==> config.mk <==
export PLATFORM = sky130hd
export DESIGN_NAME = tcw_ctrl
export DESIGN_NICKNAME = d
export VERILOG_FILES = /design/src/design/tcw_pkg.sv /design/src/design/tcw_ctrl.sv
export VERILOG_INCLUDE_DIRS = /design/src /design/src/design
export SDC_FILE = /design/constraint.sdc
export NUM_CORES = 1
export LEC_CHECK = 0
export BUFFER_PORTS_ARGS = -buffer_cell sky130_fd_sc_hd__buf_2
export CORE_ASPECT_RATIO = 1.25
export CORE_MARGIN = 10
export CORE_UTILIZATION = 56
export CTS_CLUSTER_DIAMETER = 50
export CTS_CLUSTER_SIZE = 8
export DETAILED_ROUTE_END_ITERATION = 12
export PLACE_DENSITY = 0.94
export SLEW_MARGIN = 5
export SYNTH_ARGS = -nofsm -noshare
export SYNTH_HDL_FRONTEND = slang
export SYNTH_SLANG_ARGS = --single-unit
export TNS_END_PERCENT = 10
==> constraint.sdc <==
create_clock -name clk -period 11.2 [get_ports clk]
set_clock_uncertainty 0.2 [all_clocks]
set_input_delay 2.24 -clock clk [delete_from_list [all_inputs] [get_ports clk]]
set_output_delay 2.24 -clock clk [all_outputs]
set_load 0.02 [all_outputs]
==> src/design/assert_macros.svh <==
// ----------------------------------------------------------------------------
// Assertion macros
// Shared concurrent assertion forms for the text console writer.
// ----------------------------------------------------------------------------
`ifndef ASSERT_MACROS_SVH
`define ASSERT_MACROS_SVH

// Property that must hold at every clock edge outside reset.
`define ASSERT_ALWAYS(lbl, clk, rst_n, prop) \
	lbl: assert property (@(posedge clk) disable iff (!rst_n) (prop)) \
		else $error("assertion failed");

// Consequent must hold in the cycle after the antecedent.
`define ASSERT_NEXT(lbl, clk, rst_n, ante, cons) \
	lbl: assert property (@(posedge clk) disable iff (!rst_n) (ante) |=> (cons)) \
		else $error("assertion failed");

`endif

==> src/design/tcw_pkg.sv <==
// ----------------------------------------------------------------------------
// tcw_pkg
// Screen geometry, codes, types and structs shared by the console writer.
// ----------------------------------------------------------------------------
`timescale 1ns / 1ps

package tcw_pkg;

	localparam int ROWS       = 25;
	localparam int COLS       = 80;
	localparam int CELLS      = ROWS * COLS;
	localparam int MOVE_CELLS = (ROWS - 1) * COLS;
	localparam int ADDR_W     = $clog2(CELLS);
	localparam int ROW_W      = 5;
	localparam int COL_W      = 7;
	localparam int CELL_W     = 16;
	localparam int LEFT_W     = 16;
	localparam int CHAR_W     = 8;
	localparam int IDX_W      = 11;
	localparam int FUNC_W     = 2;

	localparam logic [CHAR_W-1:0] NEWLINE     = 8'd10;
	localparam logic [CELL_W-1:0] BLANK_RESET = 16'h0A00;

	localparam logic [FUNC_W-1:0] FUNC_PUT   = 2'd0;
	localparam logic [FUNC_W-1:0] FUNC_CLEAR = 2'd1;
	localparam logic [FUNC_W-1:0] FUNC_READ  = 2'd2;

	typedef enum logic [3:0] {
		ST_INIT,
		ST_IDLE,
		ST_SCROLL,
		ST_SCROLL_END,
		ST_FILL,
		ST_PUT_RD,
		ST_PUT_WR,
		ST_RD_ISSUE,
		ST_RD_DATA,
		ST_DONE
	} tcw_state_t;

	typedef struct packed {
		logic [FUNC_W-1:0] func;
		logic [CHAR_W-1:0] char_code;
		logic [LEFT_W-1:0] chars_left;
		logic [IDX_W-1:0]  cell_index;
	} tcw_item_t;

	typedef struct packed {
		logic [ROW_W-1:0]  cursor_row;
		logic [COL_W-1:0]  cursor_col;
		logic [CELL_W-1:0] read_data;
		logic              scrolled;
	} tcw_res_t;

	typedef struct packed {
		logic              we;
		logic [ADDR_W-1:0] waddr;
		logic [CELL_W-1:0] wdata;
		logic [ADDR_W-1:0] raddr;
	} tcw_ram_req_t;

endpackage

==> src/design/tcw_ctrl.sv <==
// ----------------------------------------------------------------------------
// tcw_ctrl
// Sequencer, cursor state and shared address adder of the console writer.
// ----------------------------------------------------------------------------
`timescale 1ns / 1ps
`include "assert_macros.svh"

module tcw_ctrl
	import tcw_pkg::*;
(
	input  logic              clk,
	input  logic              arst_n,
	input  logic              in_valid,
	output logic              in_ready,
	input  tcw_item_t         item,
	input  logic [CELL_W-1:0] blank_cell,
	input  logic              out_free,
	output logic              res_valid,
	output tcw_res_t          res,
	output tcw_ram_req_t      ram_req,
	input  logic [CELL_W-1:0] rdata
);

	tcw_state_t state_q, state_d;

	logic [ADDR_W-1:0] cnt_q;
	logic [ROW_W-1:0]  row_q;
	logic [COL_W-1:0]  col_q;
	logic [ADDR_W-1:0] base_q;
	logic [FUNC_W-1:0] func_q;
	logic [CHAR_W-1:0] code_q;
	logic              nl_q;
	logic              fill_q;
	logic [IDX_W-1:0]  idx_q;
	logic [CELL_W-1:0] data_q;
	logic              scr_q;
	logic              mv_vld_s1;
	logic [ADDR_W-1:0] mv_addr_s1;

	logic              accept;
	logic              in_nl;
	logic              wrap;
	logic              last_row;
	logic              idx_ok;
	logic [ADDR_W-1:0] add_a, add_b, add_sum;

	assign accept   = in_valid && in_ready;
	assign in_nl    = (item.char_code == NEWLINE);
	assign wrap     = (col_q == COL_W'(COLS)) || in_nl;
	assign last_row = (row_q == ROW_W'(ROWS - 1));
	assign idx_ok   = (idx_q < IDX_W'(CELLS));

	// One adder forms every computed address: the source row during a
	// scroll, and the cursor cell otherwise.
	assign add_a   = (state_q == ST_SCROLL) ? cnt_q : base_q;
	assign add_b   = (state_q == ST_SCROLL) ? ADDR_W'(COLS) : ADDR_W'(col_q);
	assign add_sum = add_a + add_b;

	always_comb begin
		state_d = state_q;
		case (state_q)
			ST_INIT: begin
				if (cnt_q == ADDR_W'(CELLS - 1)) state_d = ST_IDLE;
			end
			ST_IDLE: begin
				if (accept) begin
					case (item.func)
						FUNC_PUT: begin
							if (wrap && last_row) state_d = ST_SCROLL;
							else if (in_nl)       state_d = ST_DONE;
							else                  state_d = ST_PUT_RD;
						end
						FUNC_CLEAR: state_d = ST_FILL;
						FUNC_READ:  state_d = ST_RD_ISSUE;
						default:    state_d = ST_DONE;
					endcase
				end
			end
			ST_SCROLL: begin
				if (cnt_q == ADDR_W'(MOVE_CELLS - 1)) state_d = ST_SCROLL_END;
			end
			ST_SCROLL_END: begin
				if (fill_q)    state_d = ST_FILL;
				else if (nl_q) state_d = ST_DONE;
				else           state_d = ST_PUT_RD;
			end
			ST_FILL: begin
				if (cnt_q == ADDR_W'(CELLS - 1)) begin
					state_d = (func_q == FUNC_PUT && !nl_q) ? ST_PUT_RD : ST_DONE;
				end
			end
			ST_PUT_RD:   state_d = ST_PUT_WR;
			ST_PUT_WR:   state_d = ST_DONE;
			ST_RD_ISSUE: state_d = ST_RD_DATA;
			ST_RD_DATA:  state_d = ST_DONE;
			ST_DONE: begin
				if (out_free) state_d = ST_IDLE;
			end
			default: state_d = ST_IDLE;
		endcase
	end

	always_comb begin
		in_ready      = (state_q == ST_IDLE);
		res_valid     = (state_q == ST_DONE) && out_free;
		ram_req.we    = 1'b0;
		ram_req.waddr = '0;
		ram_req.wdata = '0;
		ram_req.raddr = add_sum;
		if (mv_vld_s1) begin
			ram_req.we    = 1'b1;
			ram_req.waddr = mv_addr_s1;
			ram_req.wdata = rdata;
		end
		case (state_q)
			ST_INIT: begin
				ram_req.we    = 1'b1;
				ram_req.waddr = cnt_q;
				ram_req.wdata = BLANK_RESET;
			end
			ST_FILL: begin
				ram_req.we    = 1'b1;
				ram_req.waddr = cnt_q;
				ram_req.wdata = blank_cell;
			end
			ST_PUT_WR: begin
				ram_req.we    = 1'b1;
				ram_req.waddr = add_sum;
				ram_req.wdata = {rdata[CELL_W-1:CHAR_W], code_q};
			end
			ST_RD_ISSUE: begin
				ram_req.raddr = idx_ok ? ADDR_W'(idx_q) : '0;
			end
			default: begin
			end
		endcase
	end

	assign res.cursor_row = row_q;
	assign res.cursor_col = col_q;
	assign res.read_data  = data_q;
	assign res.scrolled   = scr_q;

	always_ff @(posedge clk or negedge arst_n) begin
		if (!arst_n) begin
			state_q   <= ST_INIT;
			cnt_q     <= '0;
			row_q     <= ROW_W'(ROWS - 1);
			col_q     <= '0;
			base_q    <= ADDR_W'(MOVE_CELLS);
			mv_vld_s1 <= 1'b0;
			scr_q     <= 1'b0;
		end else begin
			state_q   <= state_d;
			mv_vld_s1 <= (state_q == ST_SCROLL);
			case (state_q)
				ST_INIT, ST_SCROLL, ST_FILL: begin
					cnt_q <= cnt_q + 1'b1;
				end
				ST_SCROLL_END: begin
					cnt_q <= ADDR_W'(MOVE_CELLS);
				end
				ST_PUT_WR: begin
					col_q <= col_q + 1'b1;
				end
				default: begin
				end
			endcase
			if (accept) begin
				cnt_q <= '0;
				scr_q <= (item.func == FUNC_PUT) && wrap && last_row;
				case (item.func)
					FUNC_PUT: begin
						if (wrap) begin
							col_q <= '0;
							if (!last_row) begin
								row_q  <= row_q + 1'b1;
								base_q <= base_q + ADDR_W'(COLS);
							end
						end
					end
					FUNC_CLEAR: begin
						row_q  <= '0;
						col_q  <= '0;
						base_q <= '0;
					end
					default: begin
					end
				endcase
			end
		end
	end

	// Payload registers.
	always_ff @(posedge clk) begin
		mv_addr_s1 <= cnt_q;
		if (accept) begin
			func_q <= item.func;
			code_q <= item.char_code;
			nl_q   <= in_nl;
			fill_q <= (item.chars_left < LEFT_W'(COLS));
			idx_q  <= item.cell_index;
			data_q <= '0;
		end else if (state_q == ST_RD_DATA) begin
			data_q <= idx_ok ? rdata : '0;
		end
	end

	`ASSERT_ALWAYS(a_cursor_range, clk, arst_n, (col_q <= COL_W'(COLS)) && (row_q <= ROW_W'(ROWS - 1)))
	`ASSERT_ALWAYS(a_row_base, clk, arst_n, base_q == ADDR_W'(row_q * COLS))
	`ASSERT_NEXT(a_move_drained, clk, arst_n, state_q == ST_SCROLL_END, !mv_vld_s1)

endmodule

Yosys cells after proc, flatten, opt, wreduce, memory -nomap -nowiden
Cells that the tools add are included.
{"block": "word_totals", "wordCells": 92, "out_inout_bits": 70, "ff_bits": 90}
{"block": "op_classes", "eq_ne": 23, "magnitude_cmp": 2, "addsub": 5, "n_reduce_logical": 17, "muxes": 31}
{"op": "$pmux W28 S3", "count": 1}
{"op": "$mux W11", "count": 6}
{"op": "$pmux W11 S2", "count": 2}
{"op": "$mux W4", "count": 10}
{"op": "$pmux W4 S9", "count": 1}
{"op": "$mux W28", "count": 1}
{"op": "$mux W7", "count": 4}
{"op": "$eq A11 B11 Y1 const B", "count": 2}
{"op": "$eq A4 B3 Y1 const B", "count": 4}
{"op": "$lt A16 B7 Y1 const B", "count": 1}
{"op": "$mux W16", "count": 1}
{"op": "$pmux W7 S2", "count": 1}
{"op": "$ne A2 B2 Y1 const B", "count": 6}
{"op": "$pmux W4 S3", "count": 1}
{"op": "$add A11 B1 Y11 const B", "count": 1}
{"op": "$add A11 B7 Y11", "count": 1}
{"op": "$add A11 B7 Y11 const B", "count": 1}
{"op": "$lt A11 B11 Y1 const B", "count": 1}
{"op": "$mux W5", "count": 2}
{"op": "$pmux W5 S2", "count": 1}
{"op": "$eq A4 B2 Y1 const B", "count": 2}
{"op": "$eq A4 B4 Y1 const B", "count": 2}
{"op": "$eq A8 B4 Y1 const B", "count": 1}
{"op": "$add A7 B1 Y7 const B", "count": 1}
{"op": "other kinds (18)", "count": 24}

Logic depth before layout (Yosys ltp)
Gate-level depths: netlist (run 1).
{"block": "logic_depth", "word_depth": 7, "depth_mapped": 12, "depth_no_buf": 9}

Least setup slack after synthesis (run 1)
No wires, ideal clock.
{"block": "synth_path", "path_kind": "flip-flop to output port", "from": "reg state_q[2]", "to": "out ram_req[10] in the netlist's numbering", "n_path_buf": 3, "setup_slack_ns": 5.604, "path_stages_with_launch": 13, "arrival_time_ns": 3.156, "cell_sequence": "dfrtp_1 buf_2 nor4b_4 buf_2 clkbuf_1 nor2_1 ha_1 fa_1 a211oi_1 o21ai_0 nand4_1 xor2_1 a22o_1"}
{"element": "from (decl)", "line": "tcw_ctrl.sv:24", "text": "tcw_state_t state_q, state_d;"}
{"element": "from (signal assigned)", "line": "tcw_ctrl.sv:154", "text": "state_q <= state_d;"}
{"element": "to (decl)", "line": "tcw_ctrl.sv:20", "text": "output tcw_ram_req_t ram_req,"}

==> summary by stage, run 1 <==
Outcome
The flow ran to the end, and the final reports show no timing, DRC or antenna violations.

Logic synthesis
For this run, asynchronously set or reset flops after synthesis account for 41.9%. The cell accounting for the most synthesized area is dfrtp_1. Yosys printed 0 warnings. The mean instance size in the synthesized netlist is 9.76 um2.

The netlist uses 68 different library cells. Summing every instance area after synthesis gives 4800 um2. The number of synthesized flops with an enable pin is 23. The number of flip-flops and latches in the synthesized netlist is 86. Sorting the synthesized cells by area gives the leading types as dfrtp_1, edfxtp_1, dfxtp_1. The number of nets handed over by synthesis was 582. The area share of the largest cell type after synthesis is 15.6%. The commonest cells after synthesis are nor2_1, nand2_1, dfrtp_1, inv_1, dfxtp_1. The most instantiated library cell after synthesis is nor2_1. The cell count after synthesis came out at 492. After synthesis, flip-flops and latches occupy 44.5% of the total area. For this run, the leading register cell type out of synthesis is dfrtp_1.

Routing
The mean routed wirelength per cell is 20.0 um. The first detailed-routing pass ran for 8 iterations. Summed over all layers, the routed wires come to 14,400 um.

The routed layout has 4,564 vias. The ratio of routed vias to standard cells is 6.36. The detail route stage leaves a number of antenna-violating nets equal to 0.

The post-detailed-route DRC marker count is 0. For this block, the initial DRC count from the detailed router was 487.

Die
In this run the vertical extent of the chip is 124 um. Measured along the x axis, the die boundary spans 103 um. After floorplanning, the core was sized to cover 8290 um2. The boundary pin count is 143. The area enclosed by the die boundary is 12,700 um2. The number of cell rows is 37. The initial standard-cell utilization of the core is 58.0%.

Clock network
The clock transition at the register clock pins on the worst setup and hold paths after CTS is 0.09 ns. The H-tree was split into 3 levels. After clock tree synthesis, the flow added hold-fix buffers numbering 0. In this run the post-CTS setup repair buffer count came out at 0. The clock reaches the later pin of the worst-skew pair after 0.37 ns.

TritonCTS built the clock tree. The number of clock sinks is 86. The maximum clock path buffer count is 2. The clock root buffer is clkbuf_8.

The total CTS buffers is 9. The post-cts gate resize count is 0.

Critical path
The data arrival time of the critical path is 3.83 ns. The critical path data required time is 8.76 ns. The sort of element at the start of the critical path is a flop. The kind of capture point of the worst setup path is an output port.

In this run the worst path has a maximum fanout of 24. The critical path in this run is classified as flop to output port.

STA
The number of failing hold endpoints at the final stage is 0. At the pin with the least slew margin, the transition time is 0.926 ns. Static timing analysis puts the maximum clock frequency at 159 MHz.

The setup TNS after final layout is 0 ns. The number of max-slew violations in the final report is 0. In this run the tightest slew margin relative to its limit is 38.2%. The minimum clock period is 6.27 ns.

Setup repair after global routing left no endpoint under its margin. The number of endpoints failing setup at the final stage is 0. Dividing the final minimum period by the clock period gives 56.0%.

Place
The placed wire-length estimate is 10,700 um. After detailed placement, the total cell area comes to 5530 um2. The routability congestion estimate is 0.947. Port buffering added 138 buffers.

Global routing
The maximum number of pins on one net before global-route repair is 46. Global routing finished with a remaining overflow of 0. The initial antenna violation count came to 0. The total routing resource utilization after global routing is 22.6%. The first-pass GRT wire length is 22,800 um. The via count of the first global-routing pass is 4,593.

Final layout
The filler cells instantiated in the layout total 581. The finished cells cover 5720 um2. The number of diodes added for antenna fixing is 0. At the end of the flow, the number of nets in the layout was 706. The area growth from synthesis to layout is 19.1%.

The post-route netlist has 30.3% of its cells at a drive strength greater than 1.

Run
The number of maximum-capacitance constraint violations is 0.

Power and ir drop
The worst-case IR drop observed on VDD is 0.174 mV. The cell area power density is 227 nW/um2. The leakage power is 2.77 nW.

Worst hold path
The path class of the tightest hold or removal check is flop to flop.
[routing by layer]
metal | GRT usage [%] | vias up | wire length, um
met4 | 8.97 | 0 | 358
met2 | 39.5 | 261 | 7440
met1 | 25.1 | 2186 | 5230
met3 | 6.53 | 38 | 1360
met5 | 0 | - | 0
li1 | - | 2079 | -
[final timing paths]
kind | end | slack, ns | depth (start not counted) | startpoint
min in group asynchronous | row_q[2] | 1.75 | 1 | arst_n
setup / recovery | ram_req[10] | 4.93 | 11 | state_q[0]
hold reg to reg | mv_addr_s1[3] | 0.29 | 0 | cnt_q[3]
hold / removal | mv_addr_s1[3] | 0.29 | 0 | cnt_q[3]
setup reg to reg | base_q[6] | 7.57 | 7 | state_q[0]
max in group asynchronous | state_q[2] | 8.52 | 1 | arst_n
[cell families after synthesis]
group,count (synthesis),synth area share (%)
XOR/XNOR,22,4.01
multiplexers,9,2.06
adder cells (fa/ha/maj),17,4.58
flip-flops,86,44.5
AND/OR/NAND/NOR,155,17.1
AO/OA/AOI/OAI,141,22.4
buffers and inverters,62,5.34
[report_power, final]
part | total [W] | internal, W | switching [W]
combinational | 0.000554 | 0.000207 | 0.000347
sequential | 0.000523 | 0.000426 | 0.0000975
clock | 0.000220 | 0.000104 | 0.000116
[through the flow]
step                      hold slack, ns  cells  total power, W  util (%)  setup WS (ns)
after floorplan                    0.145    492        0.000881         -           5.60
after global placement             0.244    702         0.00104      66.8           5.54
after detailed placement           0.261    702         0.00107      66.8           5.45
after CTS                          0.284    718         0.00129      69.0           4.98
after global routing               0.295    718         0.00137      69.0           4.72
final                              0.287    718         0.00130      69.0           4.93
[worst max-delay path, cell delays in order, from the launching register on]
cell and delay (ns):
dfrtp_1 0.65, nor4b_4 0.36, buf_4 0.31, nor2_1 0.09, ha_1 0.26, fa_1 0.45, a211oi_1 0.34, o21ai_0 0.20
nand4_1 0.15, xor2_1 0.31, a22o_1 0.18, buf_2 0.16
[flip-flops by register name, summed over array words and instances (netlist names), 5 cells and up]
register and count:
data_q 16, code_q 8, mv_addr_s1 11, base_q 7
col_q 7, row_q 5, idx_q 11, cnt_q 11
[cell type report]
| class | instances | area [um2] | area share, % |
|---|---|---|---|
| timing repair buffer | 143 | 728 | 12.7 |
| inverter | 32 | 120 | 2.10 |
| tap | 97 | 121 | 2.12 |
| multi-input combinational | 344 | 2420 | 42.3 |
| sequential | 86 | 2140 | 37.4 |
| clock buffer | 11 | 131 | 2.30 |
| clock inverter | 5 | 58.8 | 1.03 |
[cell usage in the layout (no fill, tap or decap), types with 6 or more instances in the layout]
| cell | synthesis | layout |
|---|---|---|
| buf_2 | 10 | 138 |
| nor2_1 | 44 | 44 |
| nand2_1 | 33 | 33 |
| inv_1 | 30 | 30 |
| dfrtp_1 | 30 | 30 |
| dfxtp_1 | 27 | 27 |
| a22o_1 | 25 | 25 |
| edfxtp_1 | 23 | 23 |
| a21oi_1 | 20 | 20 |
| o21ai_0 | 18 | 18 |
| a22oi_1 | 17 | 17 |
| ha_1 | 16 | 16 |
| a222oi_1 | 13 | 13 |
| xor2_1 | 13 | 13 |
| nand3_1 | 12 | 12 |
| xnor2_1 | 9 | 9 |
| nor3_1 | 9 | 9 |
| a21o_1 | 9 | 9 |
| clkbuf_8 | 0 | 9 |
| nand4_1 | 8 | 8 |
| and2_1 | 7 | 7 |
| o22ai_1 | 7 | 7 |
| nor2b_1 | 6 | 6 |
| nand2b_1 | 6 | 6 |
| dfstp_2 | 6 | 6 |
No activity file was read; power rests on OpenSTA's default activity.
==> inputs of run 2 (changes only) <==
--- a/config.mk
+++ b/config.mk
@@ -9,11 +9,11 @@
 export BUFFER_PORTS_ARGS = -buffer_cell sky130_fd_sc_hd__buf_2
 export CORE_ASPECT_RATIO = 1.25
 export CORE_MARGIN = 10
-export CORE_UTILIZATION = 56
+export CORE_UTILIZATION = 47
 export CTS_CLUSTER_DIAMETER = 50
 export CTS_CLUSTER_SIZE = 8
 export DETAILED_ROUTE_END_ITERATION = 12
-export PLACE_DENSITY = 0.94
+export PLACE_DENSITY = 0.85
 export SLEW_MARGIN = 5
 export SYNTH_ARGS = -nofsm -noshare
 export SYNTH_HDL_FRONTEND = slang
==> constraint.sdc (replaced) <==
create_clock -name clk -period 5.2 [get_ports clk]
set_clock_uncertainty 0.2 [all_clocks]
set_input_delay 1.04 -clock clk [delete_from_list [all_inputs] [get_ports clk]]
set_output_delay 1.04 -clock clk [all_outputs]
set_load 0.02 [all_outputs]
==> summary by stage, run 2 (synthesis results as in run 1) <==
Routing
The ratio of routed vias to standard cells is 5.99. Once detail routing completed, the nets flagged for antenna violations numbered 0. The final route contains 4,502 vias. The first-pass detailed-route iteration total is 5.

Dividing the detail-routed wire length by the instance count gives 18.8 um. For this block, the initial DRC count from the detailed router was 471. After detailed routing, the number of remaining DRC violations is 0. The final layout contains routed wiring with a total length of 14,200 um.

Critical path
At the worst endpoint, the arrival time is 3.79 ns. The delay of the slowest cell on the worst path is 0.63 ns. The critical path data required time is 3.96 ns. The setup path with the least slack is of type flop to output port.

STA classifies the critical path endpoint as an output port. The capturing point of the worst reg2reg path is base_q[6]. The highest fanout seen on the critical path is 24. Walking the worst path, the cells encountered are nor4b_4 > buf_4 > nor2_1 > ha_1 > fa_1 > a211oi_1 > o21ai_0 > nand4_1 > xor2_1 > a22o_1 > buf_2. The path depth of the worst reg2reg path is 8.

The worst register-to-register path begins at state_q[0]. The setup check on the worst reg-to-reg path leaves a slack of 1.84 ns. STA classifies the critical path startpoint as a flop.

The cell at the slowest stage of the critical path is dfrtp_1.

Clock network
The post-cts gate resize count is 0. Post-CTS timing repair inserted 0 buffers for setup. The TritonCTS clock tree is done.

The later pin in the worst-skew pair is clocked with a latency of 0.34 ns. The clock root buffer is clkbuf_16. The total number of H-tree levels is 3.

The number of hold-repair buffers added at the cts stage is 0. The total CTS buffers is 9. The number of clock sinks is 86.

The maximum clock path buffer count is 2. The clock transition at the register clock pins on the worst setup and hold paths after CTS is 0.07 ns.

Place
Detailed placement ended at an HPWL of 10,500 um. In this run the tool buffered the top-level ports with 138 buffer cells. In this run, placement finished with an instance count of 735. The congestion estimate from routability-driven global placement came to 0.930.

STA
The minimum clock period is 5.03 ns. The number of endpoints failing setup at the final stage is 0. Setup repair after global routing left no endpoint under its margin. The headroom to the max-slew limit is 40.0%. The setup TNS after final layout is 0 ns. At the pin with the least slew margin, the transition time is 0.901 ns.

The number of failing hold endpoints at the final stage is 0. Static timing analysis puts the maximum clock frequency at 199 MHz. The post-route clock period utilization is 96.7%. The number of max-slew violations in the final report came to 0.

Run
The number of maximum-capacitance constraint violations is 0.

Worst hold path
The end point of the worst hold path is mv_addr_s1[3]. The worst hold path passes through 0 cells. The launch point of the worst hold path is cnt_q[3]. The worst hold path class is flop to flop.

Global routing
The first-pass GRT wire length is 22,700 um. The via count of the first global-routing pass is 4,664. For this run the aggregate overflow at the end of global routing stands at 0.

Global routing used 18.3% of the available tracks. The initial antenna violation count is 0. Entering global routing, the biggest net connects 46 pins.

Die
The die height is 133 um. The initial utilization of the core area, before any placement, comes to 47.8%. The width of the die is 110 um. The floorplan step defined a die boundary enclosing 14,700 um2. The floorplan core area is 10,100 um2. The boundary pin count is 143. Row generation in the floorplan step produced 41 rows.

Final layout
0 antenna diodes ended up in the layout. The layout cell share with drive strength beyond 1 is 30.5%. The most frequent standard cell in the layout excluding fill and tap cells is buf_2. Ranked by flip-flop count, first place goes to data_q.

In the layout the commonest cells are buf_2, nor2_1, nand2_1. Leaving out filler cells and counting taps, the final layout contains 751. Relative to the synthesized area, the layout overhead comes to 22.5%. For this run, the post-layout net count is 707. The flip-flop count of the largest register after layout is 16.

Power and ir drop
The worst-case vdd ir drop is 0.292 mV. For this design the static power due to leakage is 2.84 nW. Dividing total power by cell area gives a power density of 505 nW/um2. The overall power after layout is 0.00297 W.

Outcome
The run finished with clean final reports.
==> run 2: worst max path at each step <==
| stage | start | end | slack (ns) | cells after the start |
|---|---|---|---|---|
| detailed placement | state_q[0] | ram_req[10] | 0.62 | 11 |
| finish | state_q[0] | ram_req[10] | 0.17 | 11 |
| floorplan | state_q[2] | ram_req[10] | 0.80 | 12 |
| global placement | state_q[0] | ram_req[10] | 0.74 | 11 |
| CTS | state_q[0] | ram_req[10] | 0.22 | 11 |
| global route | state_q[0] | ram_req[10] | 0.02 | 11 |
==> run 2: metal layers <==
layer  part of all wire, %  routed length [um]  vias up  global-route usage (%)
met5                     0                   0        -                       0
met4                   3.0                 427        0                    9.28
met3                   7.2                1020       37                    5.07
met2                    51                7190      211                    31.3
met1                    39                5520     2179                    20.4
li1                      -                   -     2075                       -
==> run 2: final cells by class <==
type	count	area, um2
clock buffer	10	239
clock inverter	6	67.6
fill	903	4170
inverter	32	120
multi-input combinational	344	2420
sequential	86	2140
tap	129	161
timing repair buffer	144	736
==> run 2: power by group <==
part / total, W / internal, W / switching (W)
combinational: 0.00119 / 0.000449 / 0.000739
sequential: 0.00112 / 0.000917 / 0.000203
clock: 0.000663 / 0.000388 / 0.000275
total: 0.00297 / 0.00175 / 0.00122
==> run 2: stage by stage <==
stage	area (um2)	setup slack, ns	util [%]	hold slack, ns
floorplan	4800	0.804	-	0.145
global placement	5580	0.739	55.5	0.242
detailed placement	5580	0.623	55.5	0.257
CTS	5890	0.221	58.5	0.277
global route	5890	0.0151	58.5	0.297
finish	5890	0.169	58.5	0.277
==> run 2: critical path, delay by kind of cell, from the launching register on <==
kind	cells	cell delay (ns)
adders and majority gates	2	0.68
buffers and inverters	2	0.47
and+or+nand+nor	3	0.58
DFF	1	0.63
xor gates and xnor gates	1	0.33
AOI/OAI and AO/OA	3	0.73
==> inputs of run 3 (changes only) <==
--- a/config.mk
+++ b/config.mk
@@ -9,11 +9,12 @@
 export BUFFER_PORTS_ARGS = -buffer_cell sky130_fd_sc_hd__buf_2
 export CORE_ASPECT_RATIO = 1.25
 export CORE_MARGIN = 10
-export CORE_UTILIZATION = 47
+export CORE_UTILIZATION = 49
+export CTS_BUF_LIST = sky130_fd_sc_hd__clkbuf_4
 export CTS_CLUSTER_DIAMETER = 50
 export CTS_CLUSTER_SIZE = 8
 export DETAILED_ROUTE_END_ITERATION = 12
-export PLACE_DENSITY = 0.85
+export PLACE_DENSITY = 0.87
 export SLEW_MARGIN = 5
 export SYNTH_ARGS = -nofsm -noshare
 export SYNTH_HDL_FRONTEND = slang
==> summary by stage, run 3 (synthesis results as in run 1) <==
STA
Setup violations remaining at the end of the flow were counted as 0. The number of max-slew violations in the final report came to 0. The actual slew at the worst max-slew pin is 0.880 ns. The highest clock frequency the design can meet is 208 MHz. For the finished layout, the period the worst path requires is 4.82 ns. The number of failing hold endpoints at the final stage was 0. The headroom to the max-slew limit is 41.2%. The post-route clock period utilization is 92.7%. The setup TNS after final layout is 0 ns. Setup repair after global routing left no endpoint under its margin.

Power and ir drop
Of the total power, the share spent switching nets is 44.5%. The completed layout was analyzed and its total power is 0.00266 W. The internal cell power is 0.00148 W. The clock network burns 12.6% of the power. Registers are responsible for 40.9% of the overall power. The net switching power is 0.00118 W. The share of total power in combinational logic is 46.5%.

IR analysis of the VDD net gives a maximum drop of 0.307 mV. The leakage power is 2.78 nW. The cell area power density is 465 nW/um2.

Global routing
The maximum number of pins on one net before global-route repair is 46. The via count of the first global-routing pass came to 4,608. The initial antenna violation count is 0. The first global-routing pass estimated 22,400 um of wire. The total routing resource utilization after global routing is 19.8%.

The total congestion overflow after global routing is 0.

Routing
The mean routed wirelength per cell is 18.6 um. The number of DRC markers in iteration 0 is 369. For this run, design rule violations remaining after detail routing come to 0. In this run the remaining antenna-violating nets after routing total 0. The ratio of routed vias to standard cells is 5.92. The first TritonRoute pass finished after 5 iterations. For this block, the via count after detailed routing is 4,460. The routed design has 14,000 um of wire.

Die
The area enclosed by the die boundary is 14,200 um2. For this design the top-level I/O count stands at 143. Measured along the y axis, the die boundary spans 131 um. The number of cell rows is 40. From left edge to right edge, the die measures 109 um. The initial standard-cell utilization of the core is 50.0%. After floorplanning, the core was sized to cover 9610 um2.

Final layout
The layout has 823 filler cells. The total area of multi-input combinational cells is 2420 um2. The register with the highest flop count is data_q. The post-route core utilization is 59.6%. The signed area change from the synthesized netlist to the final layout is 19.2%.

The register with the most flip-flops in the layout has 16 of them. The total area of sequential cells is 2140 um2. The layout cell share with drive strength beyond 1 is 31.1%.

Leaving out fill and tap cells, the most frequent cells in the layout are buf_2, nor2_1, nand2_1. Excluding fillers, the count of instances in the completed layout stands at 753. In the final design database the tool counted 712 nets. 0 antenna diodes ended up in the layout. The most frequent standard cell in the layout excluding fill and tap cells is buf_2.

Critical path
The critical path is of the flop to output port type. The data arrival time of the critical path is 3.58 ns. Data on the critical path is required at its endpoint by 3.96 ns. The worst reg2reg path startpoint is state_q[2]. For the worst flop-to-flop path, the logic depth is 8. The capturing point of the worst reg2reg path is base_q[6]. The sort of element at the start of the critical path is a flop.

The flop-to-flop setup slack is 1.79 ns. The kind of capture point of the worst setup path is an output port. The highest fanout seen on the critical path is 13.

Clock network
The maximum clock path buffer count is 2. The number of clock sinks is 86. Post-CTS repair changed the size of 0 cells. The number of hold-repair buffers added at the cts stage is 0. The post-CTS setup-driven buffer insertion count is 0. The TritonCTS clock tree is done.

In this run, CTS created clock tree buffers numbering 9. The clock latency on the worst-skew pair is 0.47 ns. The clock root buffer is clkbuf_4. The clock transition at the register clock pins on the worst setup and hold paths after CTS is 0.13 ns.

CTS built an H-tree with a depth of 3.

Worst hold path
In this run the worst hold path is classified as flop to flop. The worst hold path passes through 0 cells. The launch point of the worst hold path is cnt_q[3]. The path with the worst hold slack has its endpoint at mv_addr_s1[3].

Place
Detailed placement finished with a half-perimeter wire length of 10,700 um. The cell count after placement is 734. The count of buffers added on input and output ports is 138.

The routability congestion estimate is 0.934.

Outcome
The flow ran to the end, and the final reports show no timing, DRC or antenna violations.

Run
The number of maximum-capacitance constraint violations is 0.
run 3: how the worst max path moves through the flow:
stage	startpoint	end	slack, ns
after floorplan	state_q[2]	ram_req[10]	0.80
after global placement	state_q[2]	ram_req[8]	0.69
after detailed placement	state_q[2]	ram_req[8]	0.61
after CTS	state_q[2]	ram_req[8]	0.07
after global routing	state_q[2]	ram_req[10]	0.21
final	state_q[2]	ram_req[10]	0.38
run 3: layout make-up:
class                   instances  share of cell area, %
multi-input cells             344                   42.3
flip-flops and latches         86                   37.4
repair buffers                149                   13.5
well taps                     126                   2.75
inverters                      32                   2.10
clock buffers                  10                   1.31
clock inverters                 6                  0.677
run 3: routing by layer:
metal | vias to the layer above | share of wire (%) | GRT usage [%]
li1 | 2088 | - | -
met1 | 2130 | 38 | 21.8
met2 | 207 | 51 | 33.7
met3 | 35 | 7.3 | 5.29
met4 | 0 | 3.6 | 11.3
met5 | - | 0 | 0
run 3: power groups by stage:
stage | Clock, W | Combinational (W) | Sequential, W
floorplan | 0 | 0.000761 | 0.00114
global route | 0.000374 | 0.00135 | 0.00111
detailed placement | 0 | 0.00123 | 0.00110
CTS | 0.000345 | 0.00124 | 0.00108
finish | 0.000336 | 0.00124 | 0.00109
global placement | 0 | 0.00119 | 0.00108
run 3: metrics by stage:
step | worst slack (ns) | hold WS (ns) | instance area (um2)
3_5_place_dp | 0.612 | 0.272 | 5590
3_3_place_gp | 0.686 | 0.252 | 5590
5_1_grt | 0.209 | 0.336 | 5730
4_1_cts | 0.0734 | 0.304 | 5700
2_1_floorplan | 0.804 | 0.145 | 4800
6_report | 0.381 | 0.305 | 5730
run 3: worst max-delay path: stages (launching register included):
cell      delay, ns
dfrtp_1        0.57
nor4b_4        0.31
buf_4          0.20
nor2_1         0.05
ha_1           0.23
fa_1           0.43
a211oi_1       0.32
o21ai_0        0.19
nand4_1        0.14
xor2_1         0.31
a22o_1         0.19
buf_2          0.16
